[config.mk]
export PLATFORM = sky130hd
export DESIGN_NAME = window_filter_sort_dedup
export DESIGN_NICKNAME = d
export VERILOG_FILES = /design/src/design/wfsd_pkg.sv /design/src/design/wfsd_ram.sv /design/src/design/wfsd_cmp.sv /design/src/design/window_filter_sort_dedup.sv
export SDC_FILE = /design/constraint.sdc
export NUM_CORES = 2
export LEC_CHECK = 0
export BUFFER_PORTS_ARGS = -buffer_cell sky130_fd_sc_hd__buf_2
export CORE_MARGIN = 8
export CORE_UTILIZATION = 31
export CTS_CLUSTER_DIAMETER = 200
export DETAILED_ROUTE_END_ITERATION = 8
export MAX_ROUTING_LAYER = met4
export PLACE_DENSITY = 0.42
export SLEW_MARGIN = 0
export SYNTH_ARGS = -nofsm -noshare
export SYNTH_HDL_FRONTEND = slang
export SYNTH_SLANG_ARGS = --single-unit
[constraint.sdc]
create_clock -name clk -period 6.21 [get_ports clk]
set_input_delay 1.5525 -clock clk [delete_from_list [all_inputs] [get_ports clk]]
set_output_delay 1.5525 -clock clk [all_outputs]
set_load 0.02 [all_outputs]
[src/design/wfsd_pkg.sv]
// ----------------------------------------------------------------------------
// wfsd_pkg
// Shared types and constants for the window filter / sort / dedup block.
// ----------------------------------------------------------------------------
`default_nettype none

package wfsd_pkg;

  localparam int POINT_W   = 16;
  localparam int CFG_IDX_W = 1;

  // configuration register indexes
  localparam logic [CFG_IDX_W-1:0] REG_WINDOW_START = 1'b0;
  localparam logic [CFG_IDX_W-1:0] REG_WINDOW_END   = 1'b1;

  localparam logic [POINT_W-1:0] WINDOW_START_RST = 16'h0000;
  localparam logic [POINT_W-1:0] WINDOW_END_RST   = 16'hFFFF;

  // list select: bank of the shared list memory
  localparam logic LIST_END   = 1'b0;
  localparam logic LIST_START = 1'b1;

  typedef logic [POINT_W-1:0] point_t;

  // result of the shared compare unit
  typedef struct packed {
    logic eq;      // stored entry equals candidate
    logic ahead;   // stored entry sorts ahead of candidate
  } cmp_t;

  typedef enum logic [3:0] {
    S_IDLE,
    S_LIST,
    S_SCAN_RD,
    S_SCAN_CMP,
    S_PLACE,
    S_SHIFT_RD,
    S_SHIFT_WR,
    S_INSERT,
    S_NEXT,
    S_OUT_INIT,
    S_OUT_RD_E,
    S_OUT_RD_S,
    S_OUT_EMIT
  } state_t;

endpackage

`default_nettype wire

[src/design/wfsd_ram.sv]
// ----------------------------------------------------------------------------
// wfsd_ram
// Generic single-write, single-read RAM with registered read data.
// ----------------------------------------------------------------------------
`default_nettype none

module wfsd_ram #(
  parameter int WIDTH = 16,
  parameter int DEPTH = 64
) (
  input  wire logic                     clk,
  input  wire logic                     we,
  input  wire logic [$clog2(DEPTH)-1:0] waddr,
  input  wire logic [WIDTH-1:0]         wdata,
  input  wire logic [$clog2(DEPTH)-1:0] raddr,
  output logic      [WIDTH-1:0]         rdata
);

  logic [WIDTH-1:0] mem [DEPTH];

  always_ff @(posedge clk) begin
    if (we) begin
      mem[waddr] <= wdata;
    end
    rdata <= mem[raddr];
  end

endmodule

`default_nettype wire

[src/design/wfsd_cmp.sv]
// ----------------------------------------------------------------------------
// wfsd_cmp
// Shared compare unit: orders a stored list entry against a candidate point.
// ----------------------------------------------------------------------------
`default_nettype none

module wfsd_cmp (
  input  wire logic            asc,
  input  wire wfsd_pkg::point_t entry,
  input  wire wfsd_pkg::point_t cand,
  output wfsd_pkg::cmp_t        res
);

  import wfsd_pkg::*;

  // ascending list: smaller entries come first; descending: larger ones
  always_comb begin
    res.eq    = (entry == cand);
    res.ahead = asc ? (entry < cand) : (entry > cand);
  end

endmodule

`default_nettype wire

[src/design/window_filter_sort_dedup.sv]
// ----------------------------------------------------------------------------
// window_filter_sort_dedup
// Window filter with sorted, duplicate-free insertion into two lists and a
// side-by-side readout after the last pair of a set.
// ----------------------------------------------------------------------------
// Per pair, each kept point scans its list entry by entry, then a new point
//   shifts the entries behind its place up by one and is written in; a marked
//   last pair then reads out both lists side by side, results strobed one at
//   a time.
// Pairs are taken one at a time, the next one transfers in the idle cycle
//   after busy drops; the single read port of the shared list memory and the
//   one shared comparator set the pace.
// Reset (synchronous, rst_n low): window opens to [0, 65535], counts, overflow
//   and sequencer clear; list memory keeps its contents and needs no sweep.
// Results cannot be stalled: each one shows for exactly one cycle.
// ----------------------------------------------------------------------------
`default_nettype none

module window_filter_sort_dedup #(
  parameter int DEPTH = 32
) (
  input  wire logic                              clk,
  input  wire logic                              rst_n,
  // configuration
  input  wire logic                              cfg_we,
  input  wire logic [wfsd_pkg::CFG_IDX_W-1:0]    cfg_index,
  input  wire logic [wfsd_pkg::POINT_W-1:0]      cfg_wdata,
  // input items
  input  wire logic                              start,
  output logic                                   busy,
  input  wire logic [wfsd_pkg::POINT_W-1:0]      in_right_point,
  input  wire logic [wfsd_pkg::POINT_W-1:0]      in_left_point,
  input  wire logic                              in_last_pair,
  // results
  output logic                                   out_valid,
  output logic [wfsd_pkg::POINT_W-1:0]           out_end_point,
  output logic                                   out_end_valid,
  output logic [wfsd_pkg::POINT_W-1:0]           out_start_point,
  output logic                                   out_start_valid,
  output logic                                   out_overflow,
  output logic                                   out_last_result
);

  import wfsd_pkg::*;

  localparam int IDX_W     = $clog2(DEPTH);
  localparam int CNT_W     = $clog2(DEPTH + 1);
  localparam int ADDR_W    = IDX_W + 1;
  localparam int RAM_DEPTH = 1 << ADDR_W;
  localparam logic [CNT_W-1:0] DEPTH_C = CNT_W'(DEPTH);
  localparam logic [CNT_W-1:0] ONE_C   = CNT_W'(1);

  // --------------------------------------------------------------------------
  // Registers
  // --------------------------------------------------------------------------
  state_t state_r, state_nxt;

  point_t win_start_r, win_end_r;

  point_t right_r, right_nxt;
  point_t left_r, left_nxt;
  logic   last_r, last_nxt;
  logic   keep_end_r, keep_end_nxt;
  logic   keep_start_r, keep_start_nxt;
  logic   sel_r, sel_nxt;

  logic [CNT_W-1:0] end_cnt_r, end_cnt_nxt;
  logic [CNT_W-1:0] start_cnt_r, start_cnt_nxt;
  logic [CNT_W-1:0] pairs_r, pairs_nxt;
  logic             ovf_r, ovf_nxt;

  logic [CNT_W-1:0] i_r, i_nxt;      // scan index
  logic [CNT_W-1:0] pos_r, pos_nxt;  // insert position
  logic             dup_r, dup_nxt;
  logic [CNT_W-1:0] j_r, j_nxt;      // shift index
  logic [CNT_W-1:0] k_r, k_nxt;      // output index
  logic [CNT_W-1:0] runs_r, runs_nxt;
  point_t           edata_r, edata_nxt;

  logic   out_valid_r, out_valid_nxt;
  point_t out_end_point_r, out_end_point_nxt;
  logic   out_end_valid_r, out_end_valid_nxt;
  point_t out_start_point_r, out_start_point_nxt;
  logic   out_start_valid_r, out_start_valid_nxt;
  logic   out_overflow_r, out_overflow_nxt;
  logic   out_last_r, out_last_nxt;

  // --------------------------------------------------------------------------
  // Shared list memory (end list in the lower bank, start list in the upper)
  // and shared compare unit
  // --------------------------------------------------------------------------
  logic              ram_we;
  logic [ADDR_W-1:0] ram_waddr;
  point_t            ram_wdata;
  logic [ADDR_W-1:0] ram_raddr;
  point_t            ram_rdata;

  wfsd_ram #(
    .WIDTH (POINT_W),
    .DEPTH (RAM_DEPTH)
  ) u_list_ram (
    .clk   (clk),
    .we    (ram_we),
    .waddr (ram_waddr),
    .wdata (ram_wdata),
    .raddr (ram_raddr),
    .rdata (ram_rdata)
  );

  point_t           cur_v;
  logic [CNT_W-1:0] cur_n;
  logic             cur_keep;
  logic             cur_asc;
  cmp_t             cmp_res;
  logic [CNT_W-1:0] j_dec;
  logic [CNT_W-1:0] k_inc;
  logic [CNT_W-1:0] runs_calc;
  logic             accept;
  logic             set_full;

  assign cur_v    = (sel_r == LIST_START) ? left_r : right_r;
  assign cur_n    = (sel_r == LIST_START) ? start_cnt_r : end_cnt_r;
  assign cur_keep = (sel_r == LIST_START) ? keep_start_r : keep_end_r;
  assign cur_asc  = (sel_r == LIST_END);
  assign j_dec    = j_r - ONE_C;
  assign k_inc    = k_r + ONE_C;
  assign accept   = start && (state_r == S_IDLE);
  assign set_full = (pairs_r >= DEPTH_C);

  always_comb begin
    runs_calc = (end_cnt_r > start_cnt_r) ? end_cnt_r : start_cnt_r;
    if (runs_calc == '0) begin
      runs_calc = ONE_C;
    end
  end

  wfsd_cmp u_cmp (
    .asc   (cur_asc),
    .entry (ram_rdata),
    .cand  (cur_v),
    .res   (cmp_res)
  );

  // --------------------------------------------------------------------------
  // Configuration writes
  // --------------------------------------------------------------------------
  always_ff @(posedge clk) begin
    if (!rst_n) begin
      win_start_r <= WINDOW_START_RST;
      win_end_r   <= WINDOW_END_RST;
    end else if (cfg_we) begin
      case (cfg_index)
        REG_WINDOW_START: win_start_r <= cfg_wdata;
        REG_WINDOW_END:   win_end_r   <= cfg_wdata;
        default:          ;
      endcase
    end
  end

  // --------------------------------------------------------------------------
  // Sequencer: next state
  // --------------------------------------------------------------------------
  always_comb begin
    state_nxt = state_r;
    case (state_r)
      S_IDLE: begin
        if (start) begin
          if (!set_full) begin
            state_nxt = S_LIST;
          end else if (in_last_pair) begin
            state_nxt = S_OUT_INIT;
          end
        end
      end
      S_LIST:     state_nxt = cur_keep ? S_SCAN_RD : S_NEXT;
      S_SCAN_RD:  state_nxt = (i_r == cur_n) ? S_PLACE : S_SCAN_CMP;
      S_SCAN_CMP: state_nxt = S_SCAN_RD;
      S_PLACE:    state_nxt = (dup_r || cur_n >= DEPTH_C) ? S_NEXT : S_SHIFT_RD;
      S_SHIFT_RD: state_nxt = (j_r == pos_r) ? S_INSERT : S_SHIFT_WR;
      S_SHIFT_WR: state_nxt = S_SHIFT_RD;
      S_INSERT:   state_nxt = S_NEXT;
      S_NEXT: begin
        if (sel_r == LIST_END) begin
          state_nxt = S_LIST;
        end else if (last_r) begin
          state_nxt = S_OUT_INIT;
        end else begin
          state_nxt = S_IDLE;
        end
      end
      S_OUT_INIT: state_nxt = S_OUT_RD_E;
      S_OUT_RD_E: state_nxt = S_OUT_RD_S;
      S_OUT_RD_S: state_nxt = S_OUT_EMIT;
      S_OUT_EMIT: state_nxt = (k_inc == runs_r) ? S_IDLE : S_OUT_RD_E;
      default:    state_nxt = S_IDLE;
    endcase
  end

  // --------------------------------------------------------------------------
  // Sequencer: datapath controls and register updates
  // --------------------------------------------------------------------------
  always_comb begin
    right_nxt           = right_r;
    left_nxt            = left_r;
    last_nxt            = last_r;
    keep_end_nxt        = keep_end_r;
    keep_start_nxt      = keep_start_r;
    sel_nxt             = sel_r;
    end_cnt_nxt         = end_cnt_r;
    start_cnt_nxt       = start_cnt_r;
    pairs_nxt           = pairs_r;
    ovf_nxt             = ovf_r;
    i_nxt               = i_r;
    pos_nxt             = pos_r;
    dup_nxt             = dup_r;
    j_nxt               = j_r;
    k_nxt               = k_r;
    runs_nxt            = runs_r;
    edata_nxt           = edata_r;
    out_valid_nxt       = 1'b0;
    out_end_point_nxt   = out_end_point_r;
    out_end_valid_nxt   = out_end_valid_r;
    out_start_point_nxt = out_start_point_r;
    out_start_valid_nxt = out_start_valid_r;
    out_overflow_nxt    = out_overflow_r;
    out_last_nxt        = out_last_r;
    ram_we              = 1'b0;
    ram_waddr           = '0;
    ram_wdata           = '0;
    ram_raddr           = '0;

    case (state_r)
      S_IDLE: begin
        if (accept) begin
          // latch the pair and the window verdicts; a pair beyond capacity is
          // not inserted: it raises overflow and, if marked last, starts the readout
          right_nxt      = in_right_point;
          left_nxt       = in_left_point;
          last_nxt       = in_last_pair;
          keep_end_nxt   = (in_right_point >= win_start_r) &&
                           (in_right_point <= win_end_r);
          keep_start_nxt = (in_left_point >= win_start_r) &&
                           (in_left_point <= win_end_r);
          sel_nxt        = LIST_END;
          if (set_full) begin
            ovf_nxt = 1'b1;
          end else begin
            pairs_nxt = pairs_r + ONE_C;
          end
        end
      end
      S_LIST: begin
        i_nxt   = '0;
        pos_nxt = '0;
        dup_nxt = 1'b0;
      end
      S_SCAN_RD: begin
        ram_raddr = {sel_r, i_r[IDX_W-1:0]};
      end
      S_SCAN_CMP: begin
        // count entries that sort ahead; flag an equal entry
        if (cmp_res.eq) begin
          dup_nxt = 1'b1;
        end
        if (cmp_res.ahead) begin
          pos_nxt = pos_r + ONE_C;
        end
        i_nxt = i_r + ONE_C;
      end
      S_PLACE: begin
        j_nxt = cur_n;
      end
      S_SHIFT_RD: begin
        ram_raddr = {sel_r, j_dec[IDX_W-1:0]};
      end
      S_SHIFT_WR: begin
        // move entry j-1 up to j
        ram_we    = 1'b1;
        ram_waddr = {sel_r, j_r[IDX_W-1:0]};
        ram_wdata = ram_rdata;
        j_nxt     = j_dec;
      end
      S_INSERT: begin
        ram_we    = 1'b1;
        ram_waddr = {sel_r, pos_r[IDX_W-1:0]};
        ram_wdata = cur_v;
        if (sel_r == LIST_START) begin
          start_cnt_nxt = start_cnt_r + ONE_C;
        end else begin
          end_cnt_nxt = end_cnt_r + ONE_C;
        end
      end
      S_NEXT: begin
        if (sel_r == LIST_END) begin
          sel_nxt = LIST_START;
        end
      end
      S_OUT_INIT: begin
        runs_nxt = runs_calc;
        k_nxt    = '0;
      end
      S_OUT_RD_E: begin
        ram_raddr = {LIST_END, k_r[IDX_W-1:0]};
      end
      S_OUT_RD_S: begin
        ram_raddr = {LIST_START, k_r[IDX_W-1:0]};
        edata_nxt = ram_rdata;
      end
      S_OUT_EMIT: begin
        // drive one result; past the end of a list its fields read zero
        out_valid_nxt       = 1'b1;
        out_end_valid_nxt   = (k_r < end_cnt_r);
        out_end_point_nxt   = (k_r < end_cnt_r) ? edata_r : '0;
        out_start_valid_nxt = (k_r < start_cnt_r);
        out_start_point_nxt = (k_r < start_cnt_r) ? ram_rdata : '0;
        out_overflow_nxt    = ovf_r;
        out_last_nxt        = (k_inc == runs_r);
        k_nxt               = k_inc;
        if (k_inc == runs_r) begin
          // drop the set
          end_cnt_nxt   = '0;
          start_cnt_nxt = '0;
          pairs_nxt     = '0;
          ovf_nxt       = 1'b0;
        end
      end
      default: ;
    endcase
  end

  // --------------------------------------------------------------------------
  // Control registers
  // --------------------------------------------------------------------------
  always_ff @(posedge clk) begin
    if (!rst_n) begin
      state_r     <= S_IDLE;
      end_cnt_r   <= '0;
      start_cnt_r <= '0;
      pairs_r     <= '0;
      ovf_r       <= 1'b0;
      out_valid_r <= 1'b0;
    end else begin
      state_r     <= state_nxt;
      end_cnt_r   <= end_cnt_nxt;
      start_cnt_r <= start_cnt_nxt;
      pairs_r     <= pairs_nxt;
      ovf_r       <= ovf_nxt;
      out_valid_r <= out_valid_nxt;
    end
  end

  // --------------------------------------------------------------------------
  // Payload registers
  // --------------------------------------------------------------------------
  always_ff @(posedge clk) begin
    right_r           <= right_nxt;
    left_r            <= left_nxt;
    last_r            <= last_nxt;
    keep_end_r        <= keep_end_nxt;
    keep_start_r      <= keep_start_nxt;
    sel_r             <= sel_nxt;
    i_r               <= i_nxt;
    pos_r             <= pos_nxt;
    dup_r             <= dup_nxt;
    j_r               <= j_nxt;
    k_r               <= k_nxt;
    runs_r            <= runs_nxt;
    edata_r           <= edata_nxt;
    out_end_point_r   <= out_end_point_nxt;
    out_end_valid_r   <= out_end_valid_nxt;
    out_start_point_r <= out_start_point_nxt;
    out_start_valid_r <= out_start_valid_nxt;
    out_overflow_r    <= out_overflow_nxt;
    out_last_r        <= out_last_nxt;
  end

  // --------------------------------------------------------------------------
  // Outputs
  // --------------------------------------------------------------------------
  assign busy            = (state_r != S_IDLE);
  assign out_valid       = out_valid_r;
  assign out_end_point   = out_end_point_r;
  assign out_end_valid   = out_end_valid_r;
  assign out_start_point = out_start_point_r;
  assign out_start_valid = out_start_valid_r;
  assign out_overflow    = out_overflow_r;
  assign out_last_result = out_last_r;

  // --------------------------------------------------------------------------
  // Assertions
  // --------------------------------------------------------------------------
  a_strobe_from_emit: assert property (@(posedge clk) disable iff (!rst_n)
    out_valid |-> $past(state_r) == S_OUT_EMIT)
    else $error("result strobe without an emit step");

  a_cnt_bound: assert property (@(posedge clk) disable iff (!rst_n)
    (end_cnt_r <= DEPTH_C) && (start_cnt_r <= DEPTH_C) && (pairs_r <= DEPTH_C))
    else $error("list count beyond capacity");

  a_cleared_after_run: assert property (@(posedge clk) disable iff (!rst_n)
    out_valid && out_last_result |->
      (end_cnt_r == '0) && (start_cnt_r == '0) && (pairs_r == '0) && !ovf_r)
    else $error("set state not cleared after the last result");

  a_idle_after_run: assert property (@(posedge clk) disable iff (!rst_n)
    out_valid && out_last_result |-> !busy || $past(state_r) != S_OUT_EMIT)
    else $error("sequencer still busy after the last result");

endmodule

`default_nettype wire

==> metrics.txt <==
share of cells above drive strength 1=12.55%; Setup TNS=0 ps; CTS Hold Bufs=0; main area contributors after synthesis=edfxtp_1 (68%), nand2_1 (7.6%), nand3_1 (3.4%); Layout area overhead=16.42%; RSZ-0062 raised after global routing=false; LEAKAGE=0.02160 uW; crit end category=register; global-route wire length before repair=240000 um; Buffers on Ports=91; slowest library cell on the worst path=a32oi_1; Logic pwr share=9.3%; total gr overflow=0; Via Count=32470; status=finished clean; kind of critical path=register to register; post-synth top area share=67.96%; Final Max Tran Viols=0; setup repair bufs after CTS=0; Clk pwr share=43.1%; Synth Cell Area=0.05050 sq mm; dpl ws=969.9 ps; initial antenna violation count=14; Mapped Avg Cell Area=12.87 sq um; async set-reset flop share out of synthesis=0%; DR WL/cell=26.33 um; initial DRC count=3095; PwrDens=331.1 mW/mm^2; H-Tree Depth=4; site row count=148; Synth area leader=edfxtp_1; final setup vio count=0; vias in the first global route=31840; internal power=14400 uW; multi-input logic area=0.01381 sq mm; Post-synth EDFFs=1143; fin crit period=5298 ps; Unique masters post-synth=72; worst-path fanout max=73; Cell Chain, Critical Path=nor2b_1, o21ai_2, nand2_8, buf_12, buf_4, nand2_1, a32oi_1, nand4_1, a32oi_1, a21o_1; Synth warnings=0; final worst-path cycle share=85.32%; DR vias/cell=5.111; ys flop type=edfxtp_1; Switching Fraction=26.02%; Clock Sinks=1215; Seq cells post-synth=1215; sw power=5066 uW; Max Buffers Root-to-Sink=3; Peak VDD IR=0.2379 mV; Fin. Hold Viols=0; post-cts sizing count=0; maxcap violations=0; Antenna Violating Nets Remaining=0; Clock Root Buffer=clkbuf_16; max incr delay on CP=1130 ps; Filler cells=15820; most frequent CP cell=a32oi_1; top post-synthesis cells by count=edfxtp_1 (1143), nand2_1 (1017), nand3_1 (346), nor2_1 (138), a31oi_1 (111); final weighted congestion in routability-driven placement=0.8065; final worst slack=911.8 ps; sequential share of the synthesized area=70.82%; HP Class=register to register; register area=0.03576 sq mm; Die Y=419.6 um; pin slew with the least headroom to its limit=1269 ps; slew margin rel.=15.30%; Core ar.=0.1622 sq mm; Worst Path Arrival=6020 ps; drt pass-1 iters=8; wirelength, routed=167300 um; most frequent cell after synthesis=edfxtp_1; synthesized net count=4082; Initial Util=31.13%; DIE AREA=0.1761 sq mm; Detail Placement HPWL=99590 um; Worst EP required=6930 ps; TritonCTS clock tree=yes; Reg clk slew, reported paths=60 ps; Worst Setup Start Kind=register; Worst Skew=32.15 ps; Top Ports=92; DRC=0; fmax=0.1887 GHz; Cells after Synth=3924; Clock Latency Late Sink=780 ps; Seq pwr share=47.6%; gr usage total=19.20%; Num CTS Buffers=142; nets=4218; Die Width=419.6 um; largest net degree at the start of global routing=127
stage by stage:
stage	util [%]	instances	hold WS, ps	total power [uW]	area [sq um]
2_1_floorplan	-	3924	409.0	10320	50500
3_3_place_gp	33.35	6090	435.5	11260	54100
3_5_place_dp	33.35	6091	434.6	11260	54100
4_1_cts	36.24	6350	444.6	19690	58790
5_1_grt	36.24	6350	474.5	20120	58790
6_report	36.24	6352	444.0	19470	58790
power by group through the flow:
| stage | Clock, uW | Sequential (uW) | Combinational [uW] |
|---|---|---|---|
| 6_report | 8400 | 9260 | 1810 |
| 4_1_cts | 8600 | 9260 | 1830 |
| 5_1_grt | 8890 | 9260 | 1960 |
| 3_5_place_dp | 0 | 9430 | 1830 |
| 2_1_floorplan | 0 | 9220 | 1100 |
| 3_3_place_gp | 0 | 9430 | 1820 |
cells in the final DEF, fill, tap and decap left out, types with 36 or more instances in the layout:
cell / n
inv_1: 58
a31oi_1: 111
clkbuf_16: 145
nor2_2: 56
dfxtp_1: 72
a21oi_1: 44
buf_4: 110
ha_1: 104
nand2_1: 1017
nand4_1: 83
and3_1: 40
mux2i_1: 76
edfxtp_1: 1143
nand3_1: 346
o21ai_0: 36
buf_2: 92
and2_1: 41
nor2_1: 80
a32oi_1: 52
clkbuf_1: 37
registers in the layout, summed over array words and instances (netlist names), 16 cells and up:
| name | count |
|---|---|
| out_end_point | 16 |
| out_start_point | 16 |
| u_list_ram.rdata | 16 |
| right_r | 16 |
| win_end_r | 16 |
| edata_r | 16 |
| left_r | 16 |
| u_list_ram.mem | 1024 |
| win_start_r | 16 |
cells by family after synthesis:
logic type | count (synthesis) | share of synthesized area [%]
buffers and inverters | 283 | 2.646
and+or+nand+nor | 1727 | 14.93
adders and majority gates | 104 | 2.577
DFF | 1215 | 70.82
xor gates and xnor gates | 48 | 0.9142
AOI/OAI and AO/OA | 465 | 6.365
muxes | 82 | 1.752
per-layer routing:
metal | routed length, um | vias up | track usage (%)
li1 | - | 14760 | -
met1 | 77850 | 16580 | 26.80
met2 | 77770 | 919 | 30.04
met3 | 8440 | 202 | 2.516
met4 | 3185 | 0 | 4.314
met5 | 0 | - | -
final timing paths:
| check | start | endpoint | slack, ps | cells after the start |
|---|---|---|---|---|
| setup / recovery | state_r[1]$_SDFFE_PN0P_ | u_list_ram.rdata[9]$_DFF_P_ | 910 | 10 |
| hold / removal | ovf_r$_SDFFE_PN0P_ | out_overflow$_DFFE_PP_ | 440 | 0 |
| setup reg to reg | state_r[1]$_SDFFE_PN0P_ | u_list_ram.rdata[9]$_DFF_P_ | 910 | 10 |
| hold reg to reg | ovf_r$_SDFFE_PN0P_ | out_overflow$_DFFE_PP_ | 440 | 0 |
critical path, delay by kind of cell (launching register included):
kind,cells,cell delay [ps]
flops,1,670
simple gates,4,1790
compound gates,4,1940
buf+inv,2,710
area by class of cell:
| type | instances | share of cell area, % |
|---|---|---|
| Sequential cell | 1215 | 60.83 |
| Multi-Input combinational cell | 2426 | 23.49 |
| Clock buffer | 189 | 6.572 |
| Tap cell | 2175 | 4.629 |
| Timing Repair Buffer | 217 | 2.698 |
| Clock inverter | 70 | 1.398 |
| Inverter | 58 | 0.3703 |
| Antenna cell | 2 | 0.008512 |
Power figures use the tool's default switching activity.
